$ cat src/hdl/tga_rle_pkg.sv
// Shared constants for the Targa run-length pixel decoder.
package tga_rle_pkg;

   // Field widths.
   localparam int DIM_W      = 9;
   localparam int HDR_W      = 16;
   localparam int BITS_W     = 8;
   localparam int BYTE_W     = 8;
   localparam int COLOR_W    = 32;
   localparam int ADDR_W     = 16;
   localparam int COUNT_W    = 8;
   localparam int STATUS_W   = 2;
   localparam int CSR_IDX_W  = 3;
   localparam int CSR_DATA_W = 16;

   localparam int MAX_DIM_DEFAULT = 256;

   // Register indexes on the configuration port.
   localparam logic [CSR_IDX_W-1:0] CSR_TARGET_WIDTH  = 3'd0;
   localparam logic [CSR_IDX_W-1:0] CSR_TARGET_HEIGHT = 3'd1;
   localparam logic [CSR_IDX_W-1:0] CSR_HEADER_WIDTH  = 3'd2;
   localparam logic [CSR_IDX_W-1:0] CSR_HEADER_HEIGHT = 3'd3;
   localparam logic [CSR_IDX_W-1:0] CSR_PIXEL_BITS    = 3'd4;
   localparam logic [CSR_IDX_W-1:0] CSR_RLE_MODE      = 3'd5;
   localparam logic [CSR_IDX_W-1:0] CSR_ROWS_IN_ORDER = 3'd6;

   // Register reset values.
   localparam logic [DIM_W-1:0]  RST_TARGET_WIDTH  = 9'd16;
   localparam logic [DIM_W-1:0]  RST_TARGET_HEIGHT = 9'd11;
   localparam logic [HDR_W-1:0]  RST_HEADER_WIDTH  = 16'd16;
   localparam logic [HDR_W-1:0]  RST_HEADER_HEIGHT = 16'd11;
   localparam logic [BITS_W-1:0] RST_PIXEL_BITS    = 8'd24;

   localparam logic [BITS_W-1:0] BITS_24 = 8'd24;
   localparam logic [BITS_W-1:0] BITS_32 = 8'd32;
   localparam logic [BYTE_W-1:0] ALPHA_OPAQUE = 8'hff;

   // Result status codes.
   localparam logic [STATUS_W-1:0] STATUS_OK      = 2'd0;
   localparam logic [STATUS_W-1:0] STATUS_REJECT  = 2'd1;
   localparam logic [STATUS_W-1:0] STATUS_CLIPPED = 2'd2;

endpackage

$ cat src/hdl/tga_rle_if.sv
// Handshake channel interfaces for the decoder: data bytes, pixel results, register writes.
interface tga_rle_req_if;
   logic                               valid;
   logic                               ready;
   logic [tga_rle_pkg::BYTE_W-1:0]     data_byte;
   logic                               start_of_image;
   modport source (output valid, output data_byte, output start_of_image, input ready);
   modport sink   (input valid, input data_byte, input start_of_image, output ready);
endinterface

interface tga_rle_rsp_if;
   logic                               valid;
   logic                               ready;
   logic [tga_rle_pkg::COLOR_W-1:0]    pixel_color;
   logic [tga_rle_pkg::ADDR_W-1:0]     pixel_address;
   logic [tga_rle_pkg::COUNT_W-1:0]    run_count;
   logic                               last_pixel;
   logic [tga_rle_pkg::STATUS_W-1:0]   status;
   modport source (output valid, output pixel_color, output pixel_address,
                   output run_count, output last_pixel, output status, input ready);
   modport sink   (input valid, input pixel_color, input pixel_address,
                   input run_count, input last_pixel, input status, output ready);
endinterface

interface tga_rle_csr_if;
   logic                                 valid;
   logic                                 ready;
   logic [tga_rle_pkg::CSR_IDX_W-1:0]    index;
   logic [tga_rle_pkg::CSR_DATA_W-1:0]   data;
   modport source (output valid, output index, output data, input ready);
   modport sink   (input valid, input index, input data, output ready);
endinterface

$ cat src/hdl/tga_rle_pixel_decoder_top.sv
// Targa pixel-data decoder: one data byte per transfer, one ARGB pixel or run per result.
// Results are registered. Throughput: one byte per cycle while the skid entry is empty; the
// stream state updates in a single pass between the state registers and a two-entry result
// buffer, so a byte is taken while one result waits.
// Reset (synchronous) restores the register defaults and clears packet, pixel, row and column state.
module tga_rle_pixel_decoder_top #(
   parameter int MAX_DIM = tga_rle_pkg::MAX_DIM_DEFAULT
) (
   input logic              clock,
   input logic              reset,
   tga_rle_req_if.sink      req,
   tga_rle_rsp_if.source    rsp,
   tga_rle_csr_if.sink      csr
);

   localparam int DW = tga_rle_pkg::DIM_W;

   typedef struct packed {
      logic [tga_rle_pkg::COLOR_W-1:0]  pixel_color;
      logic [tga_rle_pkg::ADDR_W-1:0]   pixel_address;
      logic [tga_rle_pkg::COUNT_W-1:0]  run_count;
      logic                             last_pixel;
      logic [tga_rle_pkg::STATUS_W-1:0] status;
   } result_type;

   // Configuration registers.
   logic [DW-1:0]                    target_width_ff, target_height_ff;
   logic [tga_rle_pkg::HDR_W-1:0]    header_width_ff, header_height_ff;
   logic [tga_rle_pkg::BITS_W-1:0]   pixel_bits_ff;
   logic                             rle_mode_ff, rows_in_order_ff;

   // Stream state.
   logic          expect_ff, expect_in;
   logic          is_run_ff, is_run_in;
   logic [7:0]    left_ff, left_in;
   logic [1:0]    bip_ff, bip_in;
   logic [23:0]   color_ff, color_in;
   logic [DW-1:0] column_ff, column_in;
   logic [DW-1:0] row_ff, row_in;
   logic          done_ff, done_in;

   // Result buffer.
   logic       out_valid_ff, skid_valid_ff;
   result_type out_ff, skid_ff;

   logic       accept, sop, pop, has_result;
   result_type result;

   // Effective state after an optional start-of-image clear.
   logic          exp_cur, run_cur, done_cur;
   logic [7:0]    left_cur;
   logic [1:0]    bip_cur, last_idx;
   logic [23:0]   color_cur;
   logic [DW-1:0] column_cur, row_cur;

   logic                  reject;
   logic [7:0]            count_cur;
   logic signed [DW:0]    base_s;
   logic signed [2*DW+1:0] prod_s;
   logic signed [2*DW+2:0] addr_s;
   logic                  addr_neg;
   logic [2*DW+1:0]       addr_mag;
   logic [2*DW-1:0]       total;
   logic [2*DW+2:0]       end_sum;
   logic [DW:0]           col_sum;
   logic [DW-1:0]         row_inc;
   logic [7:0]            clip_count;

   assign accept  = req.valid && req.ready;
   assign sop     = req.start_of_image;
   assign pop     = out_valid_ff && rsp.ready;
   assign req.ready = !skid_valid_ff;
   assign csr.ready = 1'b1;

   always_ff @(posedge clock) begin
      if (reset) begin
         target_width_ff  <= tga_rle_pkg::RST_TARGET_WIDTH;
         target_height_ff <= tga_rle_pkg::RST_TARGET_HEIGHT;
         header_width_ff  <= tga_rle_pkg::RST_HEADER_WIDTH;
         header_height_ff <= tga_rle_pkg::RST_HEADER_HEIGHT;
         pixel_bits_ff    <= tga_rle_pkg::RST_PIXEL_BITS;
         rle_mode_ff      <= 1'b0;
         rows_in_order_ff <= 1'b0;
      end else if (csr.valid) begin
         unique case (csr.index)
            tga_rle_pkg::CSR_TARGET_WIDTH:  target_width_ff  <= csr.data[DW-1:0];
            tga_rle_pkg::CSR_TARGET_HEIGHT: target_height_ff <= csr.data[DW-1:0];
            tga_rle_pkg::CSR_HEADER_WIDTH:  header_width_ff  <= csr.data;
            tga_rle_pkg::CSR_HEADER_HEIGHT: header_height_ff <= csr.data;
            tga_rle_pkg::CSR_PIXEL_BITS:    pixel_bits_ff    <= csr.data[7:0];
            tga_rle_pkg::CSR_RLE_MODE:      rle_mode_ff      <= csr.data[0];
            tga_rle_pkg::CSR_ROWS_IN_ORDER: rows_in_order_ff <= csr.data[0];
            default: ;
         endcase
      end
   end

   assign exp_cur    = sop ? 1'b1 : expect_ff;
   assign run_cur    = sop ? 1'b0 : is_run_ff;
   assign left_cur   = sop ? 8'd0 : left_ff;
   assign bip_cur    = sop ? 2'd0 : bip_ff;
   assign color_cur  = sop ? 24'd0 : color_ff;
   assign column_cur = sop ? '0 : column_ff;
   assign row_cur    = sop ? '0 : row_ff;
   assign done_cur   = sop ? 1'b0 : done_ff;

   assign reject = (pixel_bits_ff != tga_rle_pkg::BITS_24 &&
                    pixel_bits_ff != tga_rle_pkg::BITS_32) ||
                   header_width_ff != {{(tga_rle_pkg::HDR_W-DW){1'b0}}, target_width_ff} ||
                   header_height_ff != {{(tga_rle_pkg::HDR_W-DW){1'b0}}, target_height_ff} ||
                   target_width_ff == '0 || target_width_ff > DW'(MAX_DIM) ||
                   target_height_ff == '0 || target_height_ff > DW'(MAX_DIM);

   assign last_idx  = (pixel_bits_ff == tga_rle_pkg::BITS_32) ? 2'd3 : 2'd2;
   assign count_cur = (rle_mode_ff && run_cur) ? left_cur : 8'd1;

   // The flipped row base goes negative when the height shrank to or below the current row;
   // such an address lies beyond the buffer, unless the column pulls it back.
   assign base_s = rows_in_order_ff ? $signed({1'b0, row_cur})
                 : $signed({1'b0, target_height_ff}) - $signed({1'b0, row_cur})
                   - $signed((DW+1)'(1));
   assign prod_s   = base_s * $signed({1'b0, target_width_ff});
   assign addr_s   = (2*DW+3)'(prod_s) + $signed({{(DW+3){1'b0}}, column_cur});
   assign addr_neg = addr_s[2*DW+2];
   assign addr_mag = addr_s[2*DW+1:0];
   assign total    = target_width_ff * target_height_ff;
   assign end_sum  = {1'b0, addr_mag} + {{(2*DW-5){1'b0}}, count_cur};
   assign clip_count = 8'((2*DW+2)'(total) - addr_mag);

   assign col_sum = {1'b0, column_cur} + {{(DW-7){1'b0}}, count_cur};
   assign row_inc = row_cur + DW'(1);

   always_comb begin
      expect_in  = exp_cur;
      is_run_in  = run_cur;
      left_in    = left_cur;
      bip_in     = bip_cur;
      color_in   = color_cur;
      column_in  = column_cur;
      row_in     = row_cur;
      done_in    = done_cur;
      has_result = 1'b0;
      result     = '0;
      if (reject) begin
         has_result    = 1'b1;
         result.status = tga_rle_pkg::STATUS_REJECT;
      end else if (!done_cur) begin
         if (rle_mode_ff && exp_cur) begin
            is_run_in = req.data_byte[7];
            left_in   = {1'b0, req.data_byte[6:0]} + 8'd1;
            expect_in = 1'b0;
            bip_in    = 2'd0;
         end else begin
            unique case (bip_cur)
               2'd0:    color_in[7:0]   = req.data_byte;
               2'd1:    color_in[15:8]  = req.data_byte;
               2'd2:    color_in[23:16] = req.data_byte;
               default: ;
            endcase
            if (bip_cur < last_idx) begin
               bip_in = bip_cur + 2'd1;
            end else begin
               bip_in     = 2'd0;
               has_result = 1'b1;
               result.pixel_color = {(last_idx == 2'd3) ? req.data_byte
                                     : tga_rle_pkg::ALPHA_OPAQUE, color_in};
               column_in = col_sum[DW-1:0];
               // A raw packet in run-length mode only ends on its last pixel.
               if (rle_mode_ff && !run_cur && left_cur > 8'd1) begin
                  left_in = left_cur - 8'd1;
               end else begin
                  if (rle_mode_ff) begin
                     left_in   = 8'd0;
                     expect_in = 1'b1;
                  end
                  if (col_sum >= {1'b0, target_width_ff}) begin
                     column_in = '0;
                     row_in    = row_inc;
                     if (row_inc >= target_height_ff) begin
                        done_in           = 1'b1;
                        result.last_pixel = 1'b1;
                     end
                  end
               end
               if (addr_neg || addr_mag >= (2*DW+2)'(total)) begin
                  result.run_count = 8'd0;
                  result.status    = tga_rle_pkg::STATUS_CLIPPED;
               end else if (end_sum > (2*DW+3)'(total)) begin
                  result.run_count = clip_count;
                  result.status    = tga_rle_pkg::STATUS_CLIPPED;
               end else begin
                  result.run_count = count_cur;
                  result.status    = tga_rle_pkg::STATUS_OK;
               end
               if (addr_neg || addr_mag > (2*DW+2)'(16'hffff)) begin
                  result.pixel_address = 16'hffff;
               end else begin
                  result.pixel_address = addr_mag[15:0];
               end
            end
         end
      end
   end

   always_ff @(posedge clock) begin
      if (reset) begin
         expect_ff <= 1'b1;
         is_run_ff <= 1'b0;
         left_ff   <= 8'd0;
         bip_ff    <= 2'd0;
         color_ff  <= 24'd0;
         column_ff <= '0;
         row_ff    <= '0;
         done_ff   <= 1'b0;
      end else if (accept) begin
         expect_ff <= expect_in;
         is_run_ff <= is_run_in;
         left_ff   <= left_in;
         bip_ff    <= bip_in;
         color_ff  <= color_in;
         column_ff <= column_in;
         row_ff    <= row_in;
         done_ff   <= done_in;
      end
   end

   // Two-entry result buffer: the skid entry catches a result while the output is stalled.
   always_ff @(posedge clock) begin
      if (reset) begin
         out_valid_ff  <= 1'b0;
         skid_valid_ff <= 1'b0;
      end else if (skid_valid_ff) begin
         if (pop) begin
            out_ff        <= skid_ff;
            skid_valid_ff <= 1'b0;
         end
      end else if (out_valid_ff && !pop) begin
         if (accept && has_result) begin
            skid_ff       <= result;
            skid_valid_ff <= 1'b1;
         end
      end else begin
         out_valid_ff <= accept && has_result;
         if (accept && has_result) begin
            out_ff <= result;
         end
      end
   end

   assign rsp.valid         = out_valid_ff;
   assign rsp.pixel_color   = out_ff.pixel_color;
   assign rsp.pixel_address = out_ff.pixel_address;
   assign rsp.run_count     = out_ff.run_count;
   assign rsp.last_pixel    = out_ff.last_pixel;
   assign rsp.status        = out_ff.status;

endmodule
$ cat src/flat_wrapper.sv
// flat-port wrapper written by rule: the top's interface ports become plain ports
module tga_rle_pixel_decoder_top_flat 
#(
   parameter int MAX_DIM = tga_rle_pkg::MAX_DIM_DEFAULT
)
  (clock, reset, req_valid, req_data_byte, req_start_of_image, req_ready, rsp_valid, rsp_pixel_color, rsp_pixel_address, rsp_run_count, rsp_last_pixel, rsp_status, rsp_ready, csr_valid, csr_index, csr_data, csr_ready);
  tga_rle_req_if req_i ();
  tga_rle_rsp_if rsp_i ();
  tga_rle_csr_if csr_i ();
  input logic clock;
  input logic reset;
  input wire logic [$bits(req_i.valid)-1:0] req_valid;
  input wire logic [$bits(req_i.data_byte)-1:0] req_data_byte;
  input wire logic [$bits(req_i.start_of_image)-1:0] req_start_of_image;
  output wire logic [$bits(req_i.ready)-1:0] req_ready;
  output wire logic [$bits(rsp_i.valid)-1:0] rsp_valid;
  output wire logic [$bits(rsp_i.pixel_color)-1:0] rsp_pixel_color;
  output wire logic [$bits(rsp_i.pixel_address)-1:0] rsp_pixel_address;
  output wire logic [$bits(rsp_i.run_count)-1:0] rsp_run_count;
  output wire logic [$bits(rsp_i.last_pixel)-1:0] rsp_last_pixel;
  output wire logic [$bits(rsp_i.status)-1:0] rsp_status;
  input wire logic [$bits(rsp_i.ready)-1:0] rsp_ready;
  input wire logic [$bits(csr_i.valid)-1:0] csr_valid;
  input wire logic [$bits(csr_i.index)-1:0] csr_index;
  input wire logic [$bits(csr_i.data)-1:0] csr_data;
  output wire logic [$bits(csr_i.ready)-1:0] csr_ready;
  assign req_i.valid = req_valid;
  assign req_i.data_byte = req_data_byte;
  assign req_i.start_of_image = req_start_of_image;
  assign req_ready = req_i.ready;
  assign rsp_valid = rsp_i.valid;
  assign rsp_pixel_color = rsp_i.pixel_color;
  assign rsp_pixel_address = rsp_i.pixel_address;
  assign rsp_run_count = rsp_i.run_count;
  assign rsp_last_pixel = rsp_i.last_pixel;
  assign rsp_status = rsp_i.status;
  assign rsp_i.ready = rsp_ready;
  assign csr_i.valid = csr_valid;
  assign csr_i.index = csr_index;
  assign csr_i.data = csr_data;
  assign csr_ready = csr_i.ready;
  tga_rle_pixel_decoder_top #(.MAX_DIM(MAX_DIM)) u_core (.clock(clock), .reset(reset), .req(req_i), .rsp(rsp_i), .csr(csr_i));
endmodule
$ cat config.mk
export PLATFORM = sky130hd
export DESIGN_NAME = tga_rle_pixel_decoder_top_flat
export DESIGN_NICKNAME = d
export VERILOG_FILES = /design/src/hdl/tga_rle_pkg.sv /design/src/hdl/tga_rle_if.sv /design/src/hdl/tga_rle_pixel_decoder_top.sv /design/src/flat_wrapper.sv
export SDC_FILE = /design/constraint.sdc
export NUM_CORES = 1
export LEC_CHECK = 0
export BUFFER_PORTS_ARGS = -buffer_cell sky130_fd_sc_hd__buf_2
export CAP_MARGIN = 40
export CORE_UTILIZATION = 55
export CTS_CLUSTER_DIAMETER = 150
export DETAILED_ROUTE_END_ITERATION = 10
export PLACE_DENSITY = 0.77
export SYNTH_ARGS = -nofsm -noshare
export SYNTH_HDL_FRONTEND = slang
export SYNTH_SLANG_ARGS = --single-unit
$ cat constraint.sdc
create_clock -name clock -period 30.6 [get_ports clock]
set_input_delay 3.06 -clock clock [delete_from_list [all_inputs] [get_ports clock]]
set_output_delay 3.06 -clock clock [all_outputs]
set_load 0.005 [all_outputs]
==> results of run 1 <==
==> path summary, 6_finish.rpt <==
kind | slack (ps) | to | cells after the start | start
min reg2reg | 450 | u_core.bip_ff[1] | 2 | u_core.bip_ff[1]
min | 450 | u_core.bip_ff[1] | 2 | u_core.bip_ff[1]
max reg2reg | 20070 | u_core.rsp.run_count[0] | 36 | u_core.target_height_ff[1]
max | 17230 | u_core.rsp.run_count[0] | 39 | req_start_of_image
==> Yosys cell counts (37+ instances only) <==
cell type	number	area share [%]
a21o_1	37	1.4
a21oi_1	171	4.2
and2_1	54	1.7
clkbuf_1	100	1.9
dfxtp_1	117	12
edfxtp_1	118	17
fa_1	141	14
ha_1	195	12
inv_1	262	4.8
nand2_1	340	6.3
nand3_1	42	1.0
nor2_1	206	3.8
o21ai_0	50	1.2
o31ai_1	49	1.8
xnor2_1	57	2.5
xor2_1	43	1.9
==> cells in the final DEF, fill, tap and decap left out, types with 54 or more instances in the layout <==
cell type,Yosys,routed
nand2_1,340,340
buf_2,3,93
dfxtp_1,117,116
fa_1,141,141
nor2_1,206,206
inv_1,262,262
and2_1,54,54
xnor2_1,57,57
edfxtp_1,118,118
ha_1,195,195
a21oi_1,171,171
==> metal layers <==
layer  GRT usage, %  routed length (microns)
met5              0                        0
met4           7.79                     1220
met3           3.76                     3200
met2           43.0                    23000
met1           36.4                    22300
==> logic make-up (layout without fill, tap and decap cells) <==
group / count (synthesis) / count (layout) / share of synthesized area (%)
xor+xnor: 103 / 103 / 4.56
compound gates: 436 / 436 / 13.8
mux: 20 / 20 / 1.01
fa+ha+maj: 336 / 336 / 25.9
buf+inv: 381 / 422 / 7.16
simple gates: 814 / 814 / 18.5
other cells: 1 / 1 / 0.0185
flops: 235 / 235 / 29.0
==> area by class of cell <==
type / instances / area (sq um)
Multi-Input combinational cell: 1710 / 13000
Timing Repair Buffer: 111 / 621
Tap cell: 461 / 577
Fill cell: 3043 / 14000
Sequential cell: 235 / 5890
Inverter: 264 / 991
Clock inverter: 13 / 203
Clock buffer: 34 / 702
==> state kept, by name, indices dropped and copies added (netlist names), 2 cells and up <==
register,count
u_core.rsp.run_count,8
u_core.left_ff,8
u_core.target_height_ff,9
u_core.column_ff,9
u_core.pixel_bits_ff,8
u_core.row_ff,9
u_core.rsp.pixel_color,32
u_core.header_width_ff,16
u_core.skid_ff,59
u_core.target_width_ff,9
u_core.rsp.status,2
u_core.rsp.pixel_address,16
u_core.color_ff,24
u_core.bip_ff,2
u_core.header_height_ff,16
==> worst max-delay path: cells and delay by family <==
| kind | cells | cell delay [ps] |
|---|---|---|
| adders and majority gates | 8 | 3410 |
| muxes | 2 | 670 |
| and+or+nand+nor | 7 | 1390 |
| AOI/OAI and AO/OA | 15 | 3760 |
| buffers and inverters | 5 | 910 |
| xor gates and xnor gates | 2 | 380 |
==> power by group through the flow <==
stage | clock network (uW) | registers (uW) | logic (uW)
after floorplan | 0 | 350 | 138
after global placement | 0 | 353 | 177
after detailed placement | 0 | 351 | 185
after CTS | 334 | 344 | 187
after global routing | 346 | 345 | 209
final | 329 | 344 | 187
==> per-stage QoR <==
step,hold WS (ps),total power (uW),area [sq um],utilization (%)
floorplan,417,488,20300,-
global placement,432,530,21000,58.5
detailed placement,442,536,21100,58.6
CTS,450,865,22000,61.1
global route,478,900,22000,61.1
finish,449,861,22000,61.1
==> metrics.yaml, run 1 <==
power_and_ir_drop:
  swShare_pct: 29.1
  leakagePower_uw: 0.00984
  p_sw_uw: 250
  power_density_mw_per_mm2: 39.2
  power_frac_seq_pct: 40.0
  clkPwrFrac_pct: 38.2
  vdd_ir_drop_max_mv: 0.0514
  p_int_uw: 610
  comb_power_share_pct: 21.8
placed_design:
  hpwlAfterDp_microns: 37700
  place_inst: 2781
  numPortBuffers: 93
  post-place-ws_ps: 16780
  place_congestion: 0.916
min_path:
  hold_path.class: "register to register"
outcome:
  status: "completed"
synth:
  ys_types: 78
  syn_area_per_cell_sq_um: 8.72
  synthFlopType: "edfxtp_1"
  async_reset_ff_share_pct: 0
  ys_seq_area_share_pct: 29.0
  ys_ff_latch: 235
  synth_cells: 2326
  synth_edf_count: 118
  syn_nets: 2695
  ys_warn_count: 0
  syn_area_sq_mm: 0.0203
die:
  die_h_microns: 194
  die_w_microns: 194
  start_util_pct: 56.5
  core_sq_mm: 0.0359
  ioPinCount: 95
  rows: 69
  design.die.area_sq_mm: 0.0376
critical_path:
  endpoint_kind: "register"
  path_class: "primary input to register"
  cp.required_ps: 30880
  slowest_delay_ps: 770
  cp-start-kind: "primary input"
  crit_arrival_ps: 13640
  crit_slowest_cell: "a211oi_1"
  cp_max_fo: 82
clock_tree:
  postCtsHoldBufs: 0
  cts-root-buf: "clkbuf_16"
  clk_pin_slew_worst_paths_ps: 60
  cts_made_buffers: 26
  postCtsSetupRepairBufs: 0
  clkSinkCount: 235
  cts_buffer_depth: 3
  cts_resized: 0
  clkLatencyLatePin_ps: 540
  cts_tree: "built"
  cts-htree-levels: 1
sta:
  final-setup-viol-count: 0
  worstMarginPinSlew_ps: 899
  fin_skew_ps: 10.6
  period_minus_slack_ps: 13370
  timing.setup.tns_ps: 0
  rsz0062_at_grt: "false"
  hold_viol: 0
  slew_violations: 0
  timing.final.ws_setup_ps: 17230
  finalCritPeriodShare_pct: 43.7
  relSlewSlack_pct: 39.7
  fmax_mhz: 74.8
routing:
  vias_per_cell: 5.80
  routed_wl_microns: 49700
  first_pass_iters: 6
  drc_errors: 0
  ant_nets: 0
  detail_route.wl_per_cell_microns: 17.6
  drt_iter0_drc: 1251
  vias: 16405
cells_and_area:
  finalNonFillerCells: 2828
  area_growth_syn_to_layout_pct: 8.27
  diodes: 0
  drive_gt1_share_pct: 7.73
  fin_nets: 2717
global_routing:
  grt_max_degree: 97
  gr-total-overflow: 0
  antenna_found_initial: 0
  grt_pass1_vias: 16225
  grt_pass1_wl_microns: 81400
  track_usage_pct: 26.3
job:
  drv_cap: 0
Power figures use the tool's default switching activity.
==> run 2: changes to the inputs <==
--- a/config.mk
+++ b/config.mk
@@ -10,7 +10,7 @@
 export CORE_UTILIZATION = 55
 export CTS_CLUSTER_DIAMETER = 150
 export DETAILED_ROUTE_END_ITERATION = 10
-export PLACE_DENSITY = 0.77
+export PLACE_DENSITY = 0.79
 export SYNTH_ARGS = -nofsm -noshare
 export SYNTH_HDL_FRONTEND = slang
 export SYNTH_SLANG_ARGS = --single-unit
==> constraint.sdc (replaced) <==
create_clock -name clock -period 10.7 [get_ports clock]
set_input_delay 1.07 -clock clock [delete_from_list [all_inputs] [get_ports clock]]
set_output_delay 1.07 -clock clock [all_outputs]
set_load 0.005 [all_outputs]
==> run 2 against run 1 <==
Die area is the same. Power grew to 2.8 times the previous value. Global-route usage grew 0.52 points. Clock power grew to 2.7 times the previous value. Flip-flop and latch count is the same. Non-clock buffer count grew 24. Sequential share of layout area shrank 0.20 points. Largest power group unchanged. Clock-buffer cell count grew 1. Register-to-register slack lost 19000 ps. Critical path depth grew 1. Largest cell class unchanged.
==> metrics.yaml, run 2 (same netlist as run 1, synthesis figures left out) <==
die:
  ioPinCount: 95  # unchanged
  start_util_pct: 56.5  # unchanged
  die_w_microns: 194  # unchanged
  rows: 69  # unchanged
  design.die.area_sq_mm: 0.0376  # unchanged
  die_h_microns: 194  # unchanged
  core_sq_mm: 0.0359  # unchanged
placed_design:
  numPortBuffers: 93  # unchanged
  post-place-ws_ps: -84.3  # -16870 ps
  place_congestion: 0.925  # +0.97%
  postPlaceCellArea_sq_mm: 0.0213  # +0.99%
  hpwlAfterDp_microns: 38000  # +0.78%
sta:
  hold_viol: 0  # unchanged
  timing.setup.tns_ps: 0  # unchanged
  period_minus_slack_ps: 10100
  timing.final.ws_setup_ps: 601  # -16630 ps
  fmax_mhz: 99.0
  relSlewSlack_pct: 35.7  # -4.0 points
  worstMarginPinSlew_ps: 964  # +64.7 ps
  rsz0062_at_grt: "false"
  final-setup-viol-count: 0  # unchanged
  fin_skew_ps: 11.3  # +0.684 ps
  finalCritPeriodShare_pct: 94.4
  slew_violations: 0  # unchanged
outcome:
  status: "completed"
clock_tree:
  cts_made_buffers: 26  # unchanged
  cts_resized: 0  # unchanged
  clkSinkCount: 235  # unchanged
  cts_tree: "built"
  cts-htree-levels: 1  # unchanged
  postCtsSetupRepairBufs: 0  # unchanged
  clk_pin_slew_worst_paths_ps: 60  # about the same
  cts-root-buf: "clkbuf_16"
  cts_buffer_depth: 3  # unchanged
  postCtsHoldBufs: 0  # unchanged
  clkLatencyLatePin_ps: 540  # about the same
critical_path:
  crit_arrival_ps: 10380  # -3260 ps
  cp-start-kind: "primary input"
  slowest_delay_ps: 540  # -230 ps
  cp_max_fo: 10  # -88%
  endpoint_kind: "register"
  cp.required_ps: 10980  # -19900 ps
  crit_path_frequent_cell: "fa_1"
  path_class: "primary input to register"
  crit_slowest_cell: "fa_1"
cells_and_area:
  regMostFlops: "u_core.skid_ff"
  final_area_sq_mm: 0.0221  # +0.75%
  area_growth_syn_to_layout_pct: 9.09
  fin_nets: 2741  # +0.88%
  drive_gt1_share_pct: 8.86  # +1.1 points
  final_common_cell: "nand2_1"
  layout_common_cells: "nand2_1 (340), inv_1 (262), nor2_1 (206)"
  largest_reg_flops: 59  # unchanged
  diodes: 0  # unchanged
global_routing:
  grt_pass1_wl_microns: 82600  # +1.4%
  track_usage_pct: 26.9  # +0.52 points
  grt_max_degree: 87  # -10%
  antenna_found_initial: 0  # unchanged
  gr-total-overflow: 0  # unchanged
  grt_pass1_vias: 16323  # +0.60%
routing:
  detail_route.wl_per_cell_microns: 17.7  # +0.54%
  routed_wl_microns: 50400  # +1.4%
  vias_per_cell: 5.78  # -0.37%
  drc_errors: 0  # unchanged
  vias: 16488  # +0.51%
  first_pass_iters: 5  # -1
  drt_iter0_drc: 1196  # -4.4%
  ant_nets: 0  # unchanged
job:
  drv_cap: 0  # unchanged
power_and_ir_drop:
  power_density_mw_per_mm2: 109  # +180%
  leakagePower_uw: 0.00991  # +0.77%
  vdd_ir_drop_max_mv: 0.103  # +100%
min_path:
  hold_path.class: "register to register"
==> run 2: changes by cell type in the layout (fill, tap and decap cells not counted), moves of 2 or more <==
cell / previous run / this run
mux2i_2: 0 / 3
clkinvlp_4: 0 / 3
bufinv_16: 5 / 2
buf_4: 17 / 39
clkbuf_8: 0 / 2
mux2i_1: 16 / 13
clkinv_1: 4 / 6
clkinv_2: 4 / 2
==> run 2: cell type report <==
| class | count | area [sq um] |
|---|---|---|
| Clock buffer | 35 | 704 |
| Clock inverter | 13 | 133 |
| Fill cell | 3047 | 13800 |
| Inverter | 264 | 991 |
| Multi-Input combinational cell | 1710 | 13000 |
| Sequential cell | 235 | 5890 |
| Tap cell | 461 | 577 |
| Timing Repair Buffer | 135 | 828 |
==> run 2: through the flow <==
stage / std cells / hold slack (ps) / utilization, % / power [uW]
after floorplan: 2326 / 417 / - / 1400
after global placement: 2800 / 436 / 59.0 / 1530
after detailed placement: 2805 / 437 / 59.2 / 1550
after CTS: 2853 / 451 / 61.5 / 2420
after global routing: 2853 / 471 / 61.6 / 2530
final: 2853 / 451 / 61.6 / 2420
==> run 2: critical path: cells and delay by family <==
kind | cells | cell delay (ps)
AOI/OAI and AO/OA | 14 | 2480
xor gates and xnor gates | 3 | 480
muxes | 2 | 600
buffers and inverters | 4 | 430
and+or+nand+nor | 8 | 1360
adders and majority gates | 9 | 3940
==> run 2: report_power, final <==
part	total, uW	internal [uW]	switching [uW]
combinational	561	211	349
clock	874	511	362
sequential	987	969	18.4
total	2420	1690	730
==> run 2: path summary, 6_finish.rpt <==
| kind | start | to | slack, ps | cells past startpoint |
|---|---|---|---|---|
| worst max-delay path | req_start_of_image | u_core.rsp.run_count[6] | 600 | 40 |
| worst min register to register | u_core.header_height_ff[10] | u_core.header_height_ff[10] | 450 | 2 |
| worst max register to register | u_core.row_ff[0] | u_core.rsp.run_count[6] | 960 | 39 |
| worst min-delay path | u_core.header_height_ff[10] | u_core.header_height_ff[10] | 450 | 2 |
==> run 2: metal layers <==
metal | wire length, microns | vias up | GRT usage (%) | part of all wire [%]
met5 | 0 | - | 0 | 0
met4 | 1530 | 0 | 8.32 | 3.0
met3 | 3120 | 112 | 3.11 | 6.2
met2 | 23300 | 532 | 44.2 | 46
met1 | 22500 | 7946 | 37.1 | 45
li1 | - | 7898 | - | -
